**src/rtl/ciag_pkg.sv**
```systemverilog
`default_nettype none
package ciag_pkg;

  // Register index codes on the configuration port
  localparam int unsigned CFG_ADDR_W = 3;
  localparam int unsigned CFG_DATA_W = 17;

  typedef enum logic [CFG_ADDR_W-1:0] {
    REG_BATCH_COUNT   = 3'd0,
    REG_IMAGE_HEIGHT  = 3'd1,
    REG_IMAGE_WIDTH   = 3'd2,
    REG_CHANNEL_ELEMS = 3'd3,
    REG_KERNEL_ROWS   = 3'd4,
    REG_KERNEL_COLS   = 3'd5,
    REG_ROW_STRIDE    = 3'd6,
    REG_COL_STRIDE    = 3'd7
  } cfg_reg_t;

  // Field widths
  localparam int unsigned BATCH_CNT_W = 9;
  localparam int unsigned DIM_W       = 13;
  localparam int unsigned CHAN_W      = 17;
  localparam int unsigned KER_W       = 4;
  localparam int unsigned BATCH_W     = 8;
  localparam int unsigned POS_W       = 12;
  localparam int unsigned OFFSET_W    = 48;
  localparam int unsigned TAP_W       = 3;

  // Stream payload widths
  localparam int unsigned IN_DATA_W  = 32;
  localparam int unsigned OUT_DATA_W = 56;

  // Shared multiplier operand widths
  localparam int unsigned MUL_A_W = 35;
  localparam int unsigned MUL_B_W = 17;
  localparam int unsigned MUL_P_W = MUL_A_W + MUL_B_W;

  // Window base (position times stride)
  localparam int unsigned BASE_W = POS_W + KER_W;

endpackage
`default_nettype wire

```
**src/rtl/conv_indirection_address_gen_top.sv**
```systemverilog
`default_nettype none
// Indirection buffer generator for an indirect convolution over a row-major
// tensor [batch][row][col][channel_elems].
// Input stream (in_*): one item names an output window by batch, output row
// and output column. Output stream (out_*): one item per kernel tap, kernel
// row outer and kernel column inner, carrying the element offset of the tap
// pixel; tlast marks the final tap. A window outside the output grid, or a
// bad kernel or stride setting, gives one item with tuser set, tlast set and
// zero data.
// Sequencing: one multiplier is shared by a sequencer. After an item is
// taken, the steps S_ROW, S_COL, S_CHK, S_RW, S_OFF and S_STEP compute the
// window bases, the range checks, the first offset and the row step; then
// one tap item is produced per cycle while the output register can take it.
// A settings error goes from idle straight to the error step, a grid error after S_CHK.
// in_tready is high only while the sequencer is idle.
// The output register holds a result until it is taken; a stall on out_tready
// holds the sequencer in S_EMIT and S_ERR, but a new item is still taken while
// the last result waits. Reset (rst_n low, synchronous) empties the output and
// sets every configuration register to 1. Write configuration only while idle.
module conv_indirection_address_gen_top #(
  parameter int unsigned MAX_KERNEL = 8
) (
  input  wire logic                               clk,
  input  wire logic                               rst_n,
  // configuration write port
  input  wire logic                               cfg_we,
  input  wire logic [ciag_pkg::CFG_ADDR_W-1:0]    cfg_addr,
  input  wire logic [ciag_pkg::CFG_DATA_W-1:0]    cfg_wdata,
  // input stream
  input  wire logic                               in_tvalid,
  output logic                                    in_tready,
  // tdata: batch_index[7:0], out_row[19:8], out_col[31:20]
  input  wire logic [ciag_pkg::IN_DATA_W-1:0]     in_tdata,
  // output stream
  output logic                                    out_tvalid,
  input  wire logic                               out_tready,
  // tdata: elem_offset[47:0], tap_row[50:48], tap_col[53:51], zero[55:54]
  output logic [ciag_pkg::OUT_DATA_W-1:0]         out_tdata,
  output logic                                    out_tlast,   // last_tap
  output logic                                    out_tuser    // range_error
);

  typedef enum logic [3:0] {
    S_IDLE, S_ROW, S_COL, S_CHK, S_RW, S_OFF, S_STEP, S_EMIT, S_ERR
  } state_t;

  localparam int unsigned DIM_W    = ciag_pkg::DIM_W;
  localparam int unsigned KER_W    = ciag_pkg::KER_W;
  localparam int unsigned OFFSET_W = ciag_pkg::OFFSET_W;
  localparam int unsigned TAP_W    = ciag_pkg::TAP_W;
  localparam int unsigned BASE_W   = ciag_pkg::BASE_W;
  localparam int unsigned MUL_A_W  = ciag_pkg::MUL_A_W;
  localparam int unsigned MUL_B_W  = ciag_pkg::MUL_B_W;
  localparam int unsigned MUL_P_W  = ciag_pkg::MUL_P_W;
  localparam logic [KER_W-1:0] KMAX = KER_W'(MAX_KERNEL);

  // configuration registers
  logic [ciag_pkg::BATCH_CNT_W-1:0] batch_count_r;
  logic [DIM_W-1:0]                 image_height_r, image_width_r;
  logic [ciag_pkg::CHAN_W-1:0]      channel_elems_r;
  logic [KER_W-1:0]                 kernel_rows_r, kernel_cols_r;
  logic [KER_W-1:0]                 row_stride_r, col_stride_r;

  // sequencer state
  state_t                          state_r, state_nxt;
  logic [ciag_pkg::BATCH_W-1:0]    batch_r, batch_nxt;
  logic [ciag_pkg::POS_W-1:0]      row_r, row_nxt, col_r, col_nxt;
  logic [BASE_W-1:0]               rbase_r, rbase_nxt, cbase_r, cbase_nxt;
  logic [MUL_A_W-1:0]              acc_r, acc_nxt;
  logic [OFFSET_W-1:0]             off_r, off_nxt, row_off_r, row_off_nxt;
  logic [OFFSET_W-1:0]             step_r, step_nxt;
  logic [TAP_W-1:0]                kr_r, kr_nxt, kc_r, kc_nxt;

  // output register
  logic                            out_valid_r, out_valid_nxt;
  logic [OFFSET_W-1:0]             out_off_r, out_off_nxt;
  logic [TAP_W-1:0]                out_tr_r, out_tr_nxt, out_tc_r, out_tc_nxt;
  logic                            out_last_r, out_last_nxt;
  logic                            out_err_r, out_err_nxt;

  // shared multiplier
  logic [MUL_A_W-1:0]              mul_a;
  logic [MUL_B_W-1:0]              mul_b;
  logic [MUL_P_W-1:0]              mul_p;

  logic                            cfg_bad, grid_bad, out_free;
  logic                            kc_end, kr_end;

  // configuration writes keep the low bits of the data
  always_ff @(posedge clk) begin
    if (!rst_n) begin
      batch_count_r   <= ciag_pkg::BATCH_CNT_W'(1);
      image_height_r  <= DIM_W'(1);
      image_width_r   <= DIM_W'(1);
      channel_elems_r <= ciag_pkg::CHAN_W'(1);
      kernel_rows_r   <= KER_W'(1);
      kernel_cols_r   <= KER_W'(1);
      row_stride_r    <= KER_W'(1);
      col_stride_r    <= KER_W'(1);
    end else if (cfg_we) begin
      case (ciag_pkg::cfg_reg_t'(cfg_addr))
        ciag_pkg::REG_BATCH_COUNT:   batch_count_r   <= cfg_wdata[ciag_pkg::BATCH_CNT_W-1:0];
        ciag_pkg::REG_IMAGE_HEIGHT:  image_height_r  <= cfg_wdata[DIM_W-1:0];
        ciag_pkg::REG_IMAGE_WIDTH:   image_width_r   <= cfg_wdata[DIM_W-1:0];
        ciag_pkg::REG_CHANNEL_ELEMS: channel_elems_r <= cfg_wdata[ciag_pkg::CHAN_W-1:0];
        ciag_pkg::REG_KERNEL_ROWS:   kernel_rows_r   <= cfg_wdata[KER_W-1:0];
        ciag_pkg::REG_KERNEL_COLS:   kernel_cols_r   <= cfg_wdata[KER_W-1:0];
        ciag_pkg::REG_ROW_STRIDE:    row_stride_r    <= cfg_wdata[KER_W-1:0];
        ciag_pkg::REG_COL_STRIDE:    col_stride_r    <= cfg_wdata[KER_W-1:0];
        default: ;
      endcase
    end
  end

  // kernel and stride settings that no window can satisfy
  assign cfg_bad = (kernel_rows_r == '0) || (kernel_rows_r > KMAX) ||
                   (kernel_cols_r == '0) || (kernel_cols_r > KMAX) ||
                   (row_stride_r == '0) || (col_stride_r == '0) ||
                   ({1'b0, kernel_rows_r} > image_height_r[KER_W:0] &&
                    image_height_r < DIM_W'(MAX_KERNEL + 1)) ||
                   ({1'b0, kernel_cols_r} > image_width_r[KER_W:0] &&
                    image_width_r < DIM_W'(MAX_KERNEL + 1));

  // row < grid_h exactly when row*stride + kernel fits in the image
  assign grid_bad = ({1'b0, batch_r} >= batch_count_r) ||
                    ((BASE_W+1)'(rbase_r) + (BASE_W+1)'(kernel_rows_r) >
                     (BASE_W+1)'(image_height_r)) ||
                    ((BASE_W+1)'(cbase_r) + (BASE_W+1)'(kernel_cols_r) >
                     (BASE_W+1)'(image_width_r));

  // select operands of the shared multiplier by sequencer step
  always_comb begin
    case (state_r)
      S_ROW: begin
        mul_a = MUL_A_W'(row_r);
        mul_b = MUL_B_W'(row_stride_r);
      end
      S_COL: begin
        mul_a = MUL_A_W'(col_r);
        mul_b = MUL_B_W'(col_stride_r);
      end
      S_CHK: begin
        mul_a = MUL_A_W'(batch_r);
        mul_b = MUL_B_W'(image_height_r);
      end
      S_RW: begin
        mul_a = acc_r + MUL_A_W'(rbase_r);
        mul_b = MUL_B_W'(image_width_r);
      end
      S_OFF: begin
        mul_a = acc_r + MUL_A_W'(cbase_r);
        mul_b = MUL_B_W'(channel_elems_r);
      end
      S_STEP: begin
        mul_a = MUL_A_W'(image_width_r);
        mul_b = MUL_B_W'(channel_elems_r);
      end
      default: begin
        mul_a = '0;
        mul_b = '0;
      end
    endcase
  end

  assign mul_p    = MUL_P_W'(mul_a) * MUL_P_W'(mul_b);
  assign out_free = !out_valid_r || out_tready;
  assign kc_end   = (KER_W'(kc_r) + KER_W'(1)) == kernel_cols_r;
  assign kr_end   = (KER_W'(kr_r) + KER_W'(1)) == kernel_rows_r;

  // sequencer next state
  always_comb begin
    state_nxt     = state_r;
    batch_nxt     = batch_r;
    row_nxt       = row_r;
    col_nxt       = col_r;
    rbase_nxt     = rbase_r;
    cbase_nxt     = cbase_r;
    acc_nxt       = acc_r;
    off_nxt       = off_r;
    row_off_nxt   = row_off_r;
    step_nxt      = step_r;
    kr_nxt        = kr_r;
    kc_nxt        = kc_r;
    out_valid_nxt = out_valid_r && !out_tready;
    out_off_nxt   = out_off_r;
    out_tr_nxt    = out_tr_r;
    out_tc_nxt    = out_tc_r;
    out_last_nxt  = out_last_r;
    out_err_nxt   = out_err_r;

    case (state_r)
      S_IDLE: begin
        if (in_tvalid) begin
          batch_nxt = in_tdata[7:0];
          row_nxt   = in_tdata[19:8];
          col_nxt   = in_tdata[31:20];
          state_nxt = cfg_bad ? S_ERR : S_ROW;
        end
      end
      S_ROW: begin
        rbase_nxt = mul_p[BASE_W-1:0];
        state_nxt = S_COL;
      end
      S_COL: begin
        cbase_nxt = mul_p[BASE_W-1:0];
        state_nxt = S_CHK;
      end
      S_CHK: begin
        acc_nxt   = mul_p[MUL_A_W-1:0];
        state_nxt = grid_bad ? S_ERR : S_RW;
      end
      S_RW: begin
        acc_nxt   = mul_p[MUL_A_W-1:0];
        state_nxt = S_OFF;
      end
      S_OFF: begin
        off_nxt     = mul_p[OFFSET_W-1:0];
        row_off_nxt = mul_p[OFFSET_W-1:0];
        state_nxt   = S_STEP;
      end
      S_STEP: begin
        step_nxt  = mul_p[OFFSET_W-1:0];
        kr_nxt    = '0;
        kc_nxt    = '0;
        state_nxt = S_EMIT;
      end
      S_EMIT: begin
        // load one tap, then advance column, or wrap to the next row
        if (out_free) begin
          out_valid_nxt = 1'b1;
          out_off_nxt   = off_r;
          out_tr_nxt    = kr_r;
          out_tc_nxt    = kc_r;
          out_last_nxt  = kc_end && kr_end;
          out_err_nxt   = 1'b0;
          if (kc_end) begin
            kc_nxt      = '0;
            kr_nxt      = kr_r + TAP_W'(1);
            row_off_nxt = row_off_r + step_r;
            off_nxt     = row_off_r + step_r;
            if (kr_end) begin
              state_nxt = S_IDLE;
            end
          end else begin
            kc_nxt  = kc_r + TAP_W'(1);
            off_nxt = off_r + OFFSET_W'(channel_elems_r);
          end
        end
      end
      S_ERR: begin
        if (out_free) begin
          out_valid_nxt = 1'b1;
          out_off_nxt   = '0;
          out_tr_nxt    = '0;
          out_tc_nxt    = '0;
          out_last_nxt  = 1'b1;
          out_err_nxt   = 1'b1;
          state_nxt     = S_IDLE;
        end
      end
      default: begin
        state_nxt = S_IDLE;
      end
    endcase
  end

  // hold state and registered outputs
  always_ff @(posedge clk) begin
    if (!rst_n) begin
      state_r     <= S_IDLE;
      out_valid_r <= 1'b0;
      kr_r        <= '0;
      kc_r        <= '0;
    end else begin
      state_r     <= state_nxt;
      out_valid_r <= out_valid_nxt;
      kr_r        <= kr_nxt;
      kc_r        <= kc_nxt;
    end
    batch_r    <= batch_nxt;
    row_r      <= row_nxt;
    col_r      <= col_nxt;
    rbase_r    <= rbase_nxt;
    cbase_r    <= cbase_nxt;
    acc_r      <= acc_nxt;
    off_r      <= off_nxt;
    row_off_r  <= row_off_nxt;
    step_r     <= step_nxt;
    out_off_r  <= out_off_nxt;
    out_tr_r   <= out_tr_nxt;
    out_tc_r   <= out_tc_nxt;
    out_last_r <= out_last_nxt;
    out_err_r  <= out_err_nxt;
  end

  assign in_tready  = (state_r == S_IDLE);
  assign out_tvalid = out_valid_r;
  assign out_tdata  = {2'b00, out_tc_r, out_tr_r, out_off_r};
  assign out_tlast  = out_last_r;
  assign out_tuser  = out_err_r;

`ifndef SYNTHESIS
  // an error item is a lone, zeroed item
  a_err_item: assert property (@(posedge clk) disable iff (!rst_n)
    out_tvalid && out_tuser |-> out_tlast && (out_tdata == '0))
    else $error("error item not zeroed or not last");

  // a taken item keeps the sequencer busy for the next cycle
  a_busy: assert property (@(posedge clk) disable iff (!rst_n)
    in_tvalid && in_tready |=> !in_tready)
    else $error("ready after accept");

  // results are only loaded by the emit and error steps
  a_load_src: assert property (@(posedge clk) disable iff (!rst_n)
    $rose(out_tvalid) |-> ($past(state_r) == S_EMIT) || ($past(state_r) == S_ERR))
    else $error("output loaded outside emit or error step");
`endif

endmodule
`default_nettype wire
```
**config.mk**
```make
export PLATFORM = sky130hd
export DESIGN_NAME = conv_indirection_address_gen_top
export DESIGN_NICKNAME = d
export VERILOG_FILES = /design/src/rtl/ciag_pkg.sv /design/src/rtl/conv_indirection_address_gen_top.sv
export SDC_FILE = /design/constraint.sdc
export NUM_CORES = 2
export LEC_CHECK = 0
export BUFFER_PORTS_ARGS = -buffer_cell sky130_fd_sc_hd__buf_2
export CAP_MARGIN = 0
export CORE_MARGIN = 1
export CORE_UTILIZATION = 60
export DETAILED_ROUTE_END_ITERATION = 10
export PLACE_DENSITY = 0.86
export SLEW_MARGIN = 30
export SYNTH_ARGS = -nofsm -noshare
export SYNTH_HDL_FRONTEND = slang
export SYNTH_SLANG_ARGS = --single-unit
```
**constraint.sdc**
```tcl
create_clock -name clk -period 20.7 [get_ports clk]
set_clock_uncertainty 0.2 [all_clocks]
set_input_delay 3.105 -clock clk [delete_from_list [all_inputs] [get_ports clk]]
set_output_delay 3.105 -clock clk [all_outputs]
set_load 0.01 [all_outputs]
```
# Word level (Yosys, flattened, before mapping)
# Index checks and enable logic that the tools add are counted.
dict set report totals {
  reg_bits 378
  word_cells 148
}
dict set report classes {
  n_addsub 10
  n_mul 1
  n_lt_le_gt_ge 9
  eq_ne 22
  mux 37
  reduce_logical 43
}
# op count
set ops {}
lappend ops {{48-bit two-way mux} 6}
lappend ops {{48-bit case mux with 2 select lines} 3}
lappend ops {{35-bit case mux with 6 select lines} 1}
lappend ops {{17-bit case mux with 5 select lines} 1}
lappend ops {{35-bit by 16-bit adder with 35-bit output} 2}
lappend ops {{48-bit by 17-bit adder with 48-bit output} 1}
lappend ops {{48-bit adder} 1}
lappend ops {{35-bit by 17-bit multiplier with 48-bit output} 1}
lappend ops {{4-bit case mux with 9 select lines} 1}
lappend ops {{16-bit by 4-bit adder with 17-bit output} 2}
lappend ops {{17-bit by 13-bit > comparator with 1-bit output} 2}
lappend ops {{4-bit two-way mux} 7}
lappend ops {{13-bit by 4-bit < comparator with 1-bit output, second input constant} 2}
lappend ops {{3-bit case mux with 2 select lines} 4}
lappend ops {{2-bit AND reduction} 11}
lappend ops {{3-bit two-way mux} 7}
lappend ops {{4-bit logical NOT} 5}
lappend ops {{4-bit by 3-bit equality test with 1-bit output, second input constant} 4}
lappend ops {{3-bit equality test, second input constant} 4}
lappend ops {{4-bit by 5-bit > comparator with 1-bit output} 2}
lappend ops {{1-bit logical OR} 10}
lappend ops {{2-bit inequality test, second input constant} 5}
lappend ops {{8-bit by 9-bit greater-or-equal comparator with 1-bit output} 1}
lappend ops {{3-bit AND reduction} 3}
lappend ops {{17 further kinds} 36}

# Longest topological paths before layout
dict set report depth {
  word_depth 11
  depth_mapped 44
}

# Worst setup path after synthesis
# No wires, ideal clock.
dict set report synth_path {
  path_kind {reg2reg}
  from {register state_r[3]}
  to {register off_r[42] (data pin)}
  arrival_time_ps 9575
  t_required_ps 20239
  path_slack_ps 10664
  path_stages_with_launch 45
  n_path_buf 4
  period_less_slack_ps 10036
  cell_sequence {dfxtp_1 > clkbuf_1 > nand2b_1 > nor2_1 > clkbuf_1 > nand2_1 > clkbuf_1 > nand2_1 > nand2_1 > ha_1 > fa_1 > a211oi_1 > o21ai_0 > nand4_1 > nand2_1 > o21ai_0 > nand2b_1 > and2_1 > (+9 left out) > inv_1 > fa_1 > fa_1 > inv_1 > fa_1 > inv_1 > ha_1 > a21o_1 > a21o_1 > a211o_1 > nand3b_1 > a21oi_1 > o21a_1 > o31a_1 > nand2b_4 > a21oi_2 > xnor2_1 > a221o_1}
}
dict set report synth_via {
  elab_chain_cells 5
}
# item line
set synth_rtl {}
lappend synth_rtl {{from (decl)} conv_indirection_address_gen_top.sv:65} ;# state_t state_r, state_nxt;
lappend synth_rtl {{from (signal assigned)} conv_indirection_address_gen_top.sv:275} ;# state_r <= state_nxt;
lappend synth_rtl {{4-bit by 3-bit equality test with 1-bit output} conv_indirection_address_gen_top.sv:133} ;# case (state_r)
lappend synth_rtl {{2-bit OR reduction (no source line)} --}
lappend synth_rtl {{17-bit case mux with 5 select lines} conv_indirection_address_gen_top.sv:133}
lappend synth_rtl {{35-bit by 17-bit multiplier with 48-bit output *} conv_indirection_address_gen_top.sv:165} ;# assign mul_p = MUL_P_W'(mul_a) * MUL_P_W'(mul_b);
lappend synth_rtl {{named net mul_p[42]} conv_indirection_address_gen_top.sv:84} ;# logic [MUL_P_W-1:0] mul_p;
lappend synth_rtl {{48-bit case mux with 2 select lines *} conv_indirection_address_gen_top.sv:191} ;# case (state_r)
lappend synth_rtl {{named net off_nxt[42]} conv_indirection_address_gen_top.sv:70} ;# logic [OFFSET_W-1:0] off_r, off_nxt, row_off_r, row_off_nxt;
lappend synth_rtl {{to (signal assigned)} conv_indirection_address_gen_top.sv:286} ;# off_r <= off_nxt;
lappend synth_rtl {{to (decl)} conv_indirection_address_gen_top.sv:70}
# Mark *: on every way through the listed nets, which the timed path passes. The rest lies on a longest branch.
# A chain may end at the register's enable or synchronous reset.

# Worst setup path in the final report
dict set report layout_path {
  from {register state_r[2]}
  to {register off_r[41] (data pin)}
}
# The elaborated chain is that of the path after synthesis.

==> flow_metrics.tcl <==
set metrics [dict create \
    ant_nets 0 \
    io_buffer_count 114 \
    synth_cell_types 89 \
    cp_max_fo 27 \
    worstSetupEndpointType "flip-flop" \
    p_leak_nw 18.7 \
    finalWeightedCongestion 1.03 \
    grt_pass1_wl_um 175000 \
    rsz0062_at_grt "false" \
    syn_area_per_cell_um2 9.19 \
    postCtsSetupRepairBufs 0 \
    ys_warn_count 0 \
    worstPathArrival_ps 11930 \
    drt_iter0_markers 4239 \
    synth-seq-area-share_pct 26.9 \
    min_path_type "reg2reg" \
    cp_slowest_cell "nor4b_1" \
    numClockSinks 378 \
    setup_violations 0 \
    ys_ff_latch 378 \
    tightest_slew_ps 1100 \
    yosys.area.top_type_share_pct 25.2 \
    irDropWorstVdd_mv 0.0594 \
    netlist_area_mm2 0.0392 \
    drive_above_1_share_pct 6.81 \
    grt-busiest-layer "met2" \
    routed_wl_um 112000 \
    synth_edf_count 299 \
    yosys.area.top_type "fa_1" \
    synth_most_common_cell "nand2_1" \
    cts_tree "done" \
    post-route-period-util_pct 57.4 \
    ios 117 \
    die_w_um 258 \
    power_density_mw_per_mm2 50.9 \
    cts_hold_buf 0 \
    antenna_found_initial 1 \
    first_pass_iters 10 \
    status "completed" \
    required_ps 20750 \
    cts_made_buffers 39 \
    cpPeakStageDelay_ps 730 \
    hold_viol_final 0 \
    die_y_um 258 \
    wl_per_cell_um 21.7 \
    first_global_vias 31800 \
    met1_usage_pct 45.6 \
    syn_to_final_growth_pct 7.26 \
    synthTopCellsByArea "fa_1 25%, edfxtp_1 23%, nand2_1 8.0%" \
    grt_max_degree 92 \
    coreArea_mm2 0.0645 \
    cts_resized 0 \
    cts_root_buffer "clkbuf_16" \
    fmax_mhz 84.2 \
    yosys-top-cells-count "834 x nand2_1, 644 x inv_1, 494 x fa_1" \
    nets 5089 \
    drv_slew 0 \
    cp_common_cell "fa_1" \
    async_flop_share_pct 0 \
    relSlewSlack_pct 26.1 \
    vias_per_cell 6.08 \
    grtUsageTotal_pct 34.1 \
    final.setup.tns_ps 0 \
    hpwl_um 85800 \
    worst_slack_ps 8820 \
    max-cap-violations 0 \
    gr-total-overflow 0 \
    use_met2_pct 52.3 \
    period_minus_slack_ps 11880 \
    clock_tree.htree_level_count 2 \
    critical_path_class "reg2reg" \
    cp-start-kind "flip-flop" \
    vias 31500 \
    initial_core_util_pct 60.8 \
    die_area_mm2 0.0664 \
    clockBufferDepth 3 \
    drc 0 \
    clock_latency_ps 560 \
    syn_inst 4265 \
    met3_usage_pct 9.12 \
    post-place-ws_ps 9130 \
    yosys_most_used_dff "edfxtp_1" \
    clk_pin_slew_ps 70 \
    row_count 93 \
]
## state kept, by name, indices dropped and copies added, names as in the netlist, 8 cells and up
| signal | cells |
|---|---|
| col_r | 12 |
| row_off_r | 48 |
| image_height_r | 13 |
| channel_elems_r | 17 |
| step_r | 48 |
| rbase_r | 16 |
| image_width_r | 13 |
| batch_count_r | 9 |
| acc_r | 35 |
| row_r | 12 |
| out_off_r | 48 |
| batch_r | 8 |
| cbase_r | 16 |
| off_r | 48 |
## area by class of cell
class	instances	area, um2
Multi-Input combinational cell	3066	25700
Tap cell	855	1070
Antenna cell	1	2.50
Timing Repair Buffer	170	988
Sequential cell	378	10600
Inverter	645	2420
Clock buffer	47	1060
Clock inverter	23	264
Fill cell	5078	22400
## power breakdown
group          internal [mW]  total (mW)  switching [mW]
Sequential             0.896       0.936          0.0402
Clock                  0.419       0.730           0.310
Combinational          0.140       0.475           0.335
Total                   1.45        2.14           0.685
## through the flow
stage	hold slack, ps	area (um2)	util, %	power, mW	instances
after floorplan	236	39200	-	1.23	4266
after global placement	243	40600	63.0	1.39	5113
after detailed placement	252	40700	63.1	1.40	5114
after CTS	259	42000	65.1	2.12	5184
after global routing	288	42000	65.2	2.20	5185
final	263	42000	65.2	2.14	5185
## worst max-delay path: cells and delay by family, from the launching register on
family,cells,cell delay [ps]
AO/OA/AOI/OAI,11,2710
buffers and inverters,4,490
flip-flops,1,590
AND/OR/NAND/NOR,12,3070
XOR/XNOR,2,380
adder cells (fa/ha/maj),9,4100
## routing by layer
layer / part of all wire, % / wire [um]
met4: 5.2 / 5820
met5: 0 / 0
met3: 13 / 15100
met1: 38 / 42400
met2: 44 / 49100
## cell usage in the layout (no fill, tap or decap), drive strengths merged, types with 17 or more instances in the layout
master | synthesis | final
clkbuf | 164 | 47
o21bai | 17 | 17
ha | 238 | 238
and2 | 89 | 89
a21oi | 209 | 209
xnor2 | 108 | 108
inv | 645 | 648
o21ai | 133 | 133
fa | 494 | 494
and3 | 40 | 40
o21a | 19 | 19
nor3 | 43 | 43
dfxtp | 79 | 79
nand3 | 66 | 66
mux2i | 21 | 21
nand2 | 834 | 834
a31oi | 32 | 32
nor2 | 217 | 217
nand4 | 37 | 37
nand2b | 33 | 33
edfxtp | 299 | 299
a211oi | 17 | 17
a21o | 76 | 76
nor2b | 71 | 71
xor2 | 87 | 87
buf | 13 | 170
## path summary, 6_finish.rpt
check | start | slack [ps] | to | cells after the start
setup reg to reg | state_r[2] | 8820 | off_r[41] | 38
hold reg to reg | batch_count_r[8] | 260 | batch_count_r[8] | 2
setup / recovery | state_r[2] | 8820 | off_r[41] | 38
hold / removal | batch_count_r[8] | 260 | batch_count_r[8] | 2
## kinds of logic after synthesis
kind of cell | count (synthesis) | share of synthesized area [%]
xor gates and xnor gates | 196 | 4.43
adders and majority gates | 732 | 32.8
other | 1 | 0.00957
and+or+nand+nor | 1495 | 17.1
buffers and inverters | 822 | 7.96
muxes | 24 | 0.622
AOI/OAI and AO/OA | 617 | 10.1
DFF | 378 | 26.9
Note: power is estimated with default switching activity, not from simulation.
